$ cat src/rtl/scp_pkg.sv
// ----------------------------------------------------------------------------
// scp_pkg
// Shared constants, types and controller/datapath handshake structs.
// ----------------------------------------------------------------------------
package scp_pkg;

	localparam int COLUMNS     = 1024;
	localparam int HEIGHT_BITS = 16;
	localparam int LEFT_W      = 10;
	localparam int BWIDTH_W    = 11;
	localparam int EDGE_W      = 11;
	localparam int ADDR_W      = (COLUMNS > 1) ? $clog2(COLUMNS) : 1;
	// column counter: holds COLUMNS itself and any left + width sum
	localparam int CNT_W       = (ADDR_W + 1 > 12) ? ADDR_W + 1 : 12;

	localparam logic ACT_CLEAR = 1'b0;
	localparam logic ACT_PLACE = 1'b1;

	typedef logic [HEIGHT_BITS-1:0] height_t;
	typedef logic [CNT_W-1:0]       cnt_t;
	typedef logic [EDGE_W-1:0]      edge_t;

	// controller -> datapath
	typedef struct packed {
		logic load;       // capture the input transaction
		logic sweep_init; // col = 0, stop = COLUMNS
		logic sweep_step; // write zero at col, advance
		logic wipe_ext;   // zero both extents
		logic rd_init;    // col = left, stop = clipped right edge, max = 0
		logic rd_step;    // read at col, advance
		logic wr_init;    // top = sat(max + height), col = left
		logic wr_step;    // write top at col, advance
		logic finish;     // update extents, load output register
	} scp_cmd_t;

	// datapath -> controller
	typedef struct packed {
		logic col_done;   // column counter reached its stop
		logic out_free;   // output register can take a result this cycle
	} scp_sts_t;

endpackage

$ cat src/rtl/scp_ctrl.sv
// ----------------------------------------------------------------------------
// scp_ctrl
// Sequencer: boot sweep, clear sweep, read scan, write scan, result hand-off.
// ----------------------------------------------------------------------------
module scp_ctrl
	import scp_pkg::*;
(
	input  logic     clk,
	input  logic     arst_n,
	input  logic     req_valid,
	input  logic     req_action,
	input  scp_sts_t sts,
	output logic     req_ready,
	output scp_cmd_t cmd
);

	typedef enum logic [3:0] {
		S_BOOT_SET,
		S_BOOT,
		S_IDLE,
		S_CLR_SET,
		S_CLEAR,
		S_RD_SET,
		S_READ,
		S_WRITE,
		S_DONE,
		S_TOP
	} state_t;

	state_t state_q;
	state_t state_d;

	assign req_ready = (state_q == S_IDLE);

	always_comb begin
		cmd     = '0;
		state_d = state_q;
		unique case (state_q)
			S_BOOT_SET: begin
				cmd.sweep_init = 1'b1;
				state_d        = S_BOOT;
			end
			S_BOOT: begin
				if (sts.col_done) begin
					state_d = S_IDLE;
				end else begin
					cmd.sweep_step = 1'b1;
				end
			end
			S_IDLE: begin
				if (req_valid) begin
					cmd.load = 1'b1;
					state_d  = (req_action == ACT_PLACE) ? S_RD_SET : S_CLR_SET;
				end
			end
			S_CLR_SET: begin
				cmd.sweep_init = 1'b1;
				cmd.wipe_ext   = 1'b1;
				state_d        = S_CLEAR;
			end
			S_CLEAR: begin
				if (sts.col_done) begin
					state_d = S_DONE;
				end else begin
					cmd.sweep_step = 1'b1;
				end
			end
			S_RD_SET: begin
				cmd.rd_init = 1'b1;
				state_d     = S_READ;
			end
			S_READ: begin
				// last read data folds into the max on the edge that leaves
				if (sts.col_done) begin
					state_d = S_TOP;
				end else begin
					cmd.rd_step = 1'b1;
				end
			end
			S_TOP: begin
				cmd.wr_init = 1'b1;
				state_d     = S_WRITE;
			end
			S_WRITE: begin
				if (sts.col_done) begin
					state_d = S_DONE;
				end else begin
					cmd.wr_step = 1'b1;
				end
			end
			S_DONE: begin
				if (sts.out_free) begin
					cmd.finish = 1'b1;
					state_d    = S_IDLE;
				end
			end
			default: begin
				state_d = S_IDLE;
			end
		endcase
	end

	always_ff @(posedge clk or negedge arst_n) begin
		if (!arst_n) begin
			state_q <= S_BOOT_SET;
		end else begin
			state_q <= state_d;
		end
	end

endmodule

$ cat config.mk
export PLATFORM = sky130hd
export DESIGN_NAME = scp_ctrl
export DESIGN_NICKNAME = d
export VERILOG_FILES = /design/src/rtl/scp_pkg.sv /design/src/rtl/scp_ctrl.sv
export SDC_FILE = /design/constraint.sdc
export NUM_CORES = 1
export LEC_CHECK = 0
export BUFFER_PORTS_ARGS = -buffer_cell sky130_fd_sc_hd__buf_4
export CAP_MARGIN = 10
export CORE_AREA = 8 8 45 47
export CTS_CLUSTER_DIAMETER = 50
export DETAILED_ROUTE_END_ITERATION = 16
export DIE_AREA = 0 0 53 55
export SETUP_SLACK_MARGIN = 0.05
export SYNTH_ARGS = -nofsm -noshare
export SYNTH_HDL_FRONTEND = slang
export SYNTH_SLANG_ARGS = --single-unit
$ cat constraint.sdc
create_clock -name clk -period 1.5 [get_ports clk]
set_clock_uncertainty 0.05 [all_clocks]
set_input_delay 0.15 -clock clk [delete_from_list [all_inputs] [get_ports clk]]
set_output_delay 0.15 -clock clk [all_outputs]
set_load 0.02 [all_outputs]
# Yosys cells after proc, flatten, opt, wreduce, memory -nomap -nowiden
# Cells that the tools add are included.
# totals
reg_bits	4
inputBits	6
out_inout_bits	10
elab_cells	39
# op_classes
n_eq_ne	14
mux	19
n_reduce_logical	5
# ops
cell	n
$pmux W4 S9	1
$mux W4	5
$eq A4 B3 Y1 const B	4
$mux W1	12
$eq A4 B2 Y1 const B	2
$eq A4 B4 Y1 const B	2
$ne A2 B2 Y1 const B	4
$reduce_or A2 Y1	3
$reduce_and A5 Y1	1
$eq A4 B1 Y1 const B	1
$logic_not A4 Y1	1
$mux W3	1
$ne A2 B1 Y1 const B	1

# Logic depth before layout (Yosys ltp)
# Gate-level depths: netlist (run 1).
# logic_depth
ltp_word	4
mapped_depth	5
mapped_depth_nobuf	4

# Least setup slack after synthesis (run 1)
# No wires, ideal clock.
# synth_path
kind	reg-to-output
from	register state_q[0]
to	output cmd[8] (netlist name)
t_arrival_ns	1.524
required_time_ns	1.300
setup_slack_ns	-0.224
path_stages_with_launch	6
n_path_buf	1
cell_sequence	dfrtp_1 > buf_6 > inv_1 > nand2_1 > nor3_1 > and2_1
# synth_lines
element	line_no	rtl
from (decl)	scp_ctrl.sv:30	state_t state_q;
from (signal assigned)	scp_ctrl.sv:107	state_q <= state_d;
to (decl)	scp_ctrl.sv:14	output scp_cmd_t cmd

==> out/results.ini, run 1 <==
[outcome]
status=complete, but fails checks
failed_checks=negative setup slack

[floorplan]
coreArea_um2=1384
dieWidth_um=53
start_util_pct=32.91
rows=14
die_area_um2=2915
io_pins=16
die_y_um=55

[place]
dp_hpwl_um=946.9
io_buffers=15
gp_congestion=0.8028
place_ws_ns=0.06617

[sta]
finalCritPeriodShare_pct=100.1
worst_slew_pin_slew_ns=0.2806
fmax_ghz=0.6662
period_minus_slack_ns=1.501
fin_ws_ns=-0.0009445
relSlewSlack_pct=81.16
rsz0062_at_grt=yes
hold_viol_final=0
setup_viol=1
slew_viol_final=0

[final_layout]
fin_nets=92
largest_register_ffs=4
layout_common_cells=buf_4 (24), buf_6 (6), nor2_1 (5), nor3_1 (4), dfrtp_2 (4)
syn_to_final_growth_pct=70.60
drive_gt1_share_pct=63.10
top_register=state_q
final_common_cell=buf_4
fin_util_pct=56.15
top_regs=state_q (4)
num_antenna_cells=0

[synthesis]
synth_area_um2=455.4
synth_edf_count=0
synth_largest_area_cell=dfrtp_1
yosysSeqAreaShare_pct=21.98
synth_nets=61
synth.distinct_cells=31
ys_warn_count=0
avgSynthCellArea_um2=8.281
syn-instance-count=55
synth_ff_type=dfrtp_1
async_flop_share_pct=100.0
yosys_register_bits=4
synth.area.top_cells=dfrtp_1 (22%), o2bb2ai_4 (6.0%), nor3_1 (5.5%)
synth_top_area_share_pct=21.98

[cts]
clkTransAtPathRegs_ns=0.04
cts_inserted_buffers=3
clock_sinks=4
cts_tree=done
htree_levels=1
insertion_delay_ns=0.24
cts_buffer_depth=2
root_buffer=clkbuf_4

[setup_path]
required_ns=1.30
cp-startpoint=state_q[1]$_DFFE_PN0P_
crit_path_start_kind=flop
crit_type=reg2out
critPathArrivalTime_ns=1.30
path_max_fanout=4
r2r-start=state_q[2]$_DFFE_PN0P_
setup.worst_path.end_class=output port

[grt]
grt_remaining_overflow=0
busiest_layer=met2
gr-usage-met1_pct=11.47
track_usage_pct=10.24
antenna_found_initial=0
grtUsageMet3_pct=4.813
grt_max_degree=11
grt_pass1_vias=482
grt_pass1_wl_um=2201
use_met2_pct=15.43

[drt]
drcViolationCount=0
ant_nets=0
routed_wl_um=1477
wl_per_cell_um=14.77
vias=519
viasPerCell=5.190
drt_iter0_drc=13
first_pass_iters=4

[pwr]
ir_drop_uv=1121
leakagePower_nw=0.3282
power_density_nw_per_um2=2304
power_w=0.001790

[job]
maxCapViolations=0

[hold_path]
worstHoldPathType=in2async

final timing paths:
kind                                                to  slack, ns  depth (start not counted)
worst max-delay path                            cmd[6]    -0.0009                          4
worst min-delay path            state_q[2]$_DFFE_PN0P_       0.20                          2
worst max register to register  state_q[2]$_DFFE_PN0P_       0.08                          5
worst min register to register  state_q[0]$_DFFE_PN0P_       0.49                          1
max in group asynchronous       state_q[3]$_DFFE_PN0P_       1.09                          2
min in group clk                state_q[3]$_DFFE_PN0P_       0.20                          4
power breakdown:
part | switching, W | total, W | leakage (nW) | internal [W]
logic | 0.000684 | 0.00139 | 0.269 | 0.000703
clock network | 0.0000441 | 0.000134 | 0.0138 | 0.0000895
registers | 0.0000965 | 0.000269 | 0.0452 | 0.000173
final cells by class:
type                            instances  area [um2]
Timing Repair Buffer                   31       257.7
Fill cell                             121       606.8
Tap cell                               16       20.02
Sequential cell                         4       105.1
Multi-Input combinational cell         44       364.1
Inverter                                2       7.507
Clock buffer                            3       22.52
stage by stage:
step / std cells / TNS, ns / cell area, um2 / hold WS, ns
6_report: 100 / -0.0009445 / 777.0 / 0.1968
5_1_grt: 100 / -0.2031 / 777.0 / 0.1843
4_1_cts: 99 / -0.01722 / 730.7 / 0.1852
3_5_place_dp: 89 / 0 / 626.9 / -0.1027
3_3_place_gp: 89 / 0 / 626.9 / -0.1030
2_1_floorplan: 55 / -0.01630 / 473.0 / -0.1956
critical path: stages, from the launching register on:
cell and delay, ns:
dfrtp_2 0.42, buf_6 0.12, buf_6 0.11, nor4_4 0.24, buf_4 0.17
routing by layer:
metal  share of wire (%)  routed length (um)
met5                   0                   0
met4                0.54                   8
met3                 3.9                  57
met2                  55                 807
met1                  41                 604
Yosys cell counts, drive strengths merged, types with 2 or more instances:
cell and count:
nor4 2, nand2b 3, nand2 3, buf 5
inv 2, o21ai 4, nor3 5, dfrtp 4
xnor2 2, nand3b 2, a21oi 2, nor2 6
timing repair:
item | in CTS | in global routing
resized for setup | 10 | 10
setup buffers | 6 | 1
hold buffers | 1 | 0
pin swaps | 1 | 4
hold endpoints to repair | 4 | 0
endpoints found under the setup margin | 10 | 9
cells by family (layout without fill, tap and decap cells):
| logic type | after synthesis | count (layout) | share of synthesized area [%] |
|---|---|---|---|
| and+or+nand+nor | 26 | 26 | 31.59 |
| AOI/OAI and AO/OA | 15 | 15 | 30.50 |
| buffers and inverters | 7 | 36 | 10.16 |
| DFF | 4 | 4 | 21.98 |
| xor gates and xnor gates | 3 | 3 | 5.770 |
(Power assumes the default switching activity.)
==> run 2: changes to the inputs <==
--- a/config.mk
+++ b/config.mk
@@ -5,13 +5,13 @@
 export SDC_FILE = /design/constraint.sdc
 export NUM_CORES = 1
 export LEC_CHECK = 0
+export ABC_AREA = 1
 export BUFFER_PORTS_ARGS = -buffer_cell sky130_fd_sc_hd__buf_4
 export CAP_MARGIN = 10
 export CORE_AREA = 8 8 45 47
 export CTS_CLUSTER_DIAMETER = 50
 export DETAILED_ROUTE_END_ITERATION = 16
 export DIE_AREA = 0 0 53 55
-export SETUP_SLACK_MARGIN = 0.05
 export SYNTH_ARGS = -nofsm -noshare
 export SYNTH_HDL_FRONTEND = slang
 export SYNTH_SLANG_ARGS = --single-unit
==> run 2 against run 1 <==
Net effect: the flow still finishes with violations (negative setup slack); via count is 0.39% lower; worst setup slack worse by 0.0061 ns; non-clock buffer count down 8; first-iteration DRC count decreased by 7.7%; power fell by 7.4%; register-to-register slack better by 0.02 ns; critical path depth is 2 higher; final cell count rose by 7.0%; clock-buffer cell count is the same; critical path type unchanged; hold slack got worse by 0.0029 ns; critical endpoint unchanged.
==> out/results.ini, run 2 <==
[sta]
worst_slew_pin_slew_ns=0.2544
relSlewSlack_pct=83.04
slew_viol_final=0
fin_ws_ns=-0.007051
setup_tns_ns=-0.007051
hold_viol_final=0
finalCritPeriodShare_pct=100.5
fmax_ghz=0.6635
hold_slack_ns=0.1939
period_minus_slack_ns=1.507
rsz0062_at_grt=yes
setup_viol=1

[setup_path]
crit_chain=inv_4 -> nand2_8 -> inv_6 -> nand2_4 -> a21oi_2 -> buf_6
worstReg2RegEnd=state_q[2]$_DFFE_PN0P_
crit_type=reg2out
required_ns=1.30
worst_path_largest_cell_delay_ns=0.48
setup.worst_path.end_class=output port
r2r-start=state_q[1]$_DFFE_PN0P_
slowest_stage=dfrtp_2
path_max_fanout=8
crit_path_start_kind=flop
reg2reg_depth=9
critPathArrivalTime_ns=1.31
ff2ff_setup_slack_ns=0.10

[cts]
cts_buffer_depth=2
insertion_delay_ns=0.24
cts_tree=done
clkTransAtPathRegs_ns=0.04
cts_inserted_buffers=3
root_buffer=clkbuf_4
htree_levels=1
clock_sinks=4

[drt]
ant_nets=0
routed_wl_um=1416
drcViolationCount=0
wl_per_cell_um=13.23
viasPerCell=4.832
drt_iter0_drc=12
first_pass_iters=4
vias=517

[final_layout]
largest_register_ffs=4
fin_nets=99
syn_to_final_growth_pct=62.65
layout_common_cells=buf_4 (21), nand2_1 (14), nor2_1 (9), nand3_1 (8), nand2_2 (5)
top_regs=state_q (4)
final_area_um2=691.9
final_common_cell=buf_4
drive_gt1_share_pct=58.24
top_register=state_q
num_antenna_cells=0

[pwr]
power_density_nw_per_um2=2394
leakagePower_nw=0.3600
ir_drop_uv=981.7

[floorplan]
coreArea_um2=1384
die_area_um2=2915
start_util_pct=30.74
die_y_um=55
io_pins=16
dieWidth_um=53
rows=14

[synthesis]
async_flop_share_pct=100.0
synth-xor-area-share_pct=0
synth_ff_type=dfrtp_1
yosysSeqAreaShare_pct=23.53
syn-instance-count=67
synth_nets=73
synthAdderAreaFrac_pct=0
synth_top_area_share_pct=23.53
muxShareOfSynthArea_pct=0
synth_largest_area_cell=dfrtp_1
ys_warn_count=0
synth.most_common_cell=nand2_1
synth_edf_count=0
synth_compound_area_share_pct=4.412
synth_area_um2=425.4
avgSynthCellArea_um2=6.349
synth.area.top_cells=dfrtp_1 (24%), nand2_1 (15%), nor2_1 (11%)
yosys_register_bits=4
synth_top_family_by_area=simple AND/OR/NAND/NOR gates
synth-simple-area-share_pct=59.12
yosys-top-cells-count=nand2_1 (17), nor2_1 (12), nand3_1 (8)
synth.distinct_cells=17

[grt]
antenna_found_initial=0
track_usage_pct=9.305
grt_remaining_overflow=0
grt_max_degree=9
grt_pass1_vias=442
grt_pass1_wl_um=1980

[outcome]
failed_checks=negative setup slack
status=complete, but fails checks

[place]
placed_area_um2=539.3
io_buffers=15
gp_congestion=0.8222
dp_hpwl_um=977.2

[job]
maxCapViolations=0

[hold_path]
worstHoldPathType=in2async

[run 2: changes by cell type after synthesis, moves of 4 or more]
| cell | delta |
|---|---|
| nand2_1 | +14 |
| nor2_1 | +6 |
| inv_2 | +4 |
| nand3_1 | +8 |
[run 2: worst max-delay path, delay by kind of cell (launching register included)]
family                 cells  cell delay, ns
and+or+nand+nor            2            0.12
DFF                        1            0.48
AOI/OAI and AO/OA          1            0.15
buffers and inverters      3            0.31
[run 2: kinds of logic (layout without fill, tap and decap cells)]
family | count (synthesis) | after routing
buffers and inverters | 11 | 35
AOI/OAI and AO/OA | 3 | 3
and+or+nand+nor | 49 | 49
DFF | 4 | 4
[run 2: worst max path at each step]
| stage | slack (ns) | from | to | cells past startpoint |
|---|---|---|---|---|
| floorplan | 0.07 | state_q[0]$_DFFE_PN0P_ | cmd[0] | 2 |
| global placement | 0.14 | state_q[1]$_DFFE_PN0P_ | state_q[0]$_DFFE_PN0P_ | 9 |
| detailed placement | 0.15 | state_q[1]$_DFFE_PN0P_ | state_q[1]$_DFFE_PN0P_ | 9 |
| CTS | 0.0009 | state_q[1]$_DFFE_PN0P_ | cmd[6] | 6 |
| global route | -0.09 | state_q[2]$_DFFE_PN0P_ | cmd[0] | 4 |
| finish | -0.007 | state_q[1]$_DFFE_PN0P_ | cmd[6] | 6 |
[run 2: routing by layer]
layer / GRT usage (%) / share of wire (%) / up-vias
li1: - / - / 257
met1: 10.08 / 41 / 242
met2: 14.65 / 51 / 16
met3: 4.545 / 7.1 / 2
met4: 5.172 / 1.2 / 0
met5: 0 / 0 / -
[run 2: power breakdown]
group | switching [W] | internal (W)
Combinational | 0.000692 | 0.000502
Clock | 0.0000490 | 0.0000898
Sequential | 0.000150 | 0.000174
Total | 0.000891 | 0.000765
[run 2: layout make-up]
cell class	instances	area, um2
multi-input combinational	52	319.1
fill	136	691.9
inverter	9	46.29
sequential	4	105.1
clock buffer	3	22.52
timing repair buffer	23	178.9
tap	16	20.02
[run 2: metrics by stage]
step / cells / worst slack, ns / util, % / power [W]
3_3_place_gp: 96 / 0.1434 / 38.97 / 0.001179
5_1_grt: 107 / -0.09209 / 50.00 / 0.001796
4_1_cts: 100 / 0.0008945 / 41.50 / 0.001331
2_1_floorplan: 67 / 0.07309 / - / 0.0009606
6_report: 107 / -0.007051 / 50.00 / 0.001657
3_5_place_dp: 96 / 0.1496 / 38.97 / 0.001181
[run 2: repair_timing]
item                                    4_1_cts  5_1_grt
buffers inserted                              0        7
endpoints found under the hold margin         4        0
pin swaps                                     0        2
hold buffers                                  1        0
cloned                                        0        0
endpoints found under the setup margin        1        6
gates resized for setup                       2       19
==> run 3: changes to the inputs <==
--- a/config.mk
+++ b/config.mk
@@ -5,11 +5,10 @@
 export SDC_FILE = /design/constraint.sdc
 export NUM_CORES = 1
 export LEC_CHECK = 0
-export ABC_AREA = 1
 export BUFFER_PORTS_ARGS = -buffer_cell sky130_fd_sc_hd__buf_4
 export CAP_MARGIN = 10
 export CORE_AREA = 8 8 45 47
-export CTS_CLUSTER_DIAMETER = 50
+export CTS_CLUSTER_DIAMETER = 120
 export DETAILED_ROUTE_END_ITERATION = 16
 export DIE_AREA = 0 0 53 55
 export SYNTH_ARGS = -nofsm -noshare
==> run 3 against run 2 <==
Net effect: final cell count decreased by 7.5%; sequential power decreased by 15%; global-route usage increased by 1.2 points; register-to-register slack got worse by 0.06 ns; the flow now finishes without violations; utilization increased by 4.6 points; sequential cell count unchanged; routed wire length decreased by 1.9%.
==> out/results.ini, run 3 (synthesized netlist as in run 1, its figures left out) <==
[drt]
viasPerCell=5.222
routed_wl_um=1389
drt_iter0_drc=14
ant_nets=0
wl_per_cell_um=14.03
vias=517
drcViolationCount=0
first_pass_iters=5

[grt]
grt_remaining_overflow=0
grt_pass1_wl_um=2242
grt_max_degree=11
antenna_found_initial=0
grt_pass1_vias=492
track_usage_pct=10.46

[place]
gp_congestion=0.8028
io_buffers=15
dp_hpwl_um=946.9
dp.cells=89

[setup_path]
crit_type=reg2out
worstReg2RegEnd=state_q[2]$_DFFE_PN0P_
worst_path_largest_cell_delay_ns=0.43
required_ns=1.30
r2r-start=state_q[0]$_DFFE_PN0P_
crit_path_start_kind=flop
setup.worst_path.end_class=output port
reg2reg_depth=5
ff2ff_setup_slack_ns=0.04
crit_family=flip-flops
crit_top_cell=buf_4
critPathArrivalTime_ns=1.28
path_max_fanout=6
slowest_stage=dfrtp_2
path_buf_inv=2
crit_chain=buf_4 -> nor3_4 -> and2_1 -> buf_4

[pwr]
power_frac_comb_pct=76.5
switching_share_pct=45.65
p_sw_w=0.0007917
ir_drop_uv=1165
seqPwrFrac_pct=15.8
pwr-share-clk_pct=7.7
power_density_nw_per_um2=2295
leakagePower_nw=0.3261
cell_internal_pwr_w=0.0009426
power_w=0.001734

[cts]
htree_levels=1
cts_inserted_buffers=3
clkTransAtPathRegs_ns=0.04
root_buffer=clkbuf_4
clock_sinks=4
insertion_delay_ns=0.24
cts_buffer_depth=2
cts_tree=done

[floorplan]
rows=14
dieWidth_um=53
start_util_pct=32.91
io_pins=16
coreArea_um2=1384
die_y_um=55
die_area_um2=2915

[final_layout]
top_regs=state_q (4)
num_antenna_cells=0
largest_register_ffs=4
drive_gt1_share_pct=60.24
top_register=state_q
finalNonFillerCells=99
syn_to_final_growth_pct=65.93
num-fill-cells=128
final_common_cell=buf_4
fin_nets=91
layout_common_cells=buf_4 (25), nor2_1 (5), nor3_1 (4), buf_6 (4), dfrtp_2 (4)

[sta]
fmax_ghz=0.6777
relSlewSlack_pct=82.42
finalCritPeriodShare_pct=98.37
rsz0062_at_grt=yes
setup_viol=0
period_minus_slack_ns=1.476
setup_tns_ns=0
worst_slew_pin_slew_ns=0.2613
hold_viol_final=0
slew_viol_final=0

[hold_path]
worstHoldPathType=in2async

[outcome]
status=completed

[job]
maxCapViolations=0

==> run 3: cell types whose count changed in the layout (fill, tap and decap cells not counted), moves of 3 or more <==
cell,delta
buf_4,+4
nand2_4,-3
nand3_1,-8
nand2_1,-12
buf_6,+3
nor2_1,-4
inv_4,-3
nor3_1,+4
nand2_2,-4
inv_1,-3
o21ai_0,+3
nor2_4,-3
==> run 3: worst max-delay path by stage <==
stage,start,end,slack [ns],depth (start not counted)
after CTS,state_q[2]$_DFFE_PN0P_,cmd[6],0.006,4
after global placement,state_q[2]$_DFFE_PN0P_,state_q[2]$_DFFE_PN0P_,0.05,4
after floorplan,state_q[0]$_DFFE_PN0P_,cmd[8],-0.02,5
after detailed placement,state_q[2]$_DFFE_PN0P_,state_q[2]$_DFFE_PN0P_,0.07,4
final,state_q[2]$_DFFE_PN0P_,cmd[8],0.02,4
after global routing,state_q[2]$_DFFE_PN0P_,cmd[8],-0.06,4
==> run 3: per-stage QoR <==
step | util, % | hold slack (ns) | worst slack [ns] | instance area, um2
2_1_floorplan | - | -0.1956 | -0.01630 | 473.0
3_3_place_gp | 45.30 | -0.1030 | 0.05343 | 626.9
3_5_place_dp | 45.30 | -0.1027 | 0.06617 | 626.9
4_1_cts | 51.99 | 0.1852 | 0.006391 | 719.4
5_1_grt | 54.61 | 0.1856 | -0.05712 | 755.7
6_report | 54.61 | 0.1943 | 0.02441 | 755.7
==> run 3: per-layer routing <==
metal  wire, um  GRT usage, %  up-vias
met3         75         4.813        4
met5          0             0        -
met1        583         11.47      247
met4         15         6.466        0
met2        715         16.21       13
li1           -             -      253
==> run 3: area by class of cell <==
class	count	area (um2)	area share [%]
flip-flops and latches	4	105.1	13.91
inverters	2	7.507	0.9934
well taps	16	20.02	2.649
repair buffers	30	242.7	32.12
clock buffers	3	22.52	2.980
multi-input cells	44	357.8	47.35
==> run 3: what timing repair did <==
item,in CTS,in global routing
pin swaps,1,2
setup endpoints to repair,10,4
gates resized for setup,9,6
hold endpoints to repair,4,0
buffers inserted,6,1
hold buffers,1,0
==> run 3: power by group through the flow <==
stage                     Clock, W  Combinational [W]  Sequential, W
after floorplan                  0           0.000802       0.000202
after global placement           0            0.00102       0.000286
after detailed placement         0            0.00102       0.000284
after CTS                 0.000141            0.00122       0.000259
after global routing      0.000148            0.00143       0.000280
final                     0.000134            0.00133       0.000274
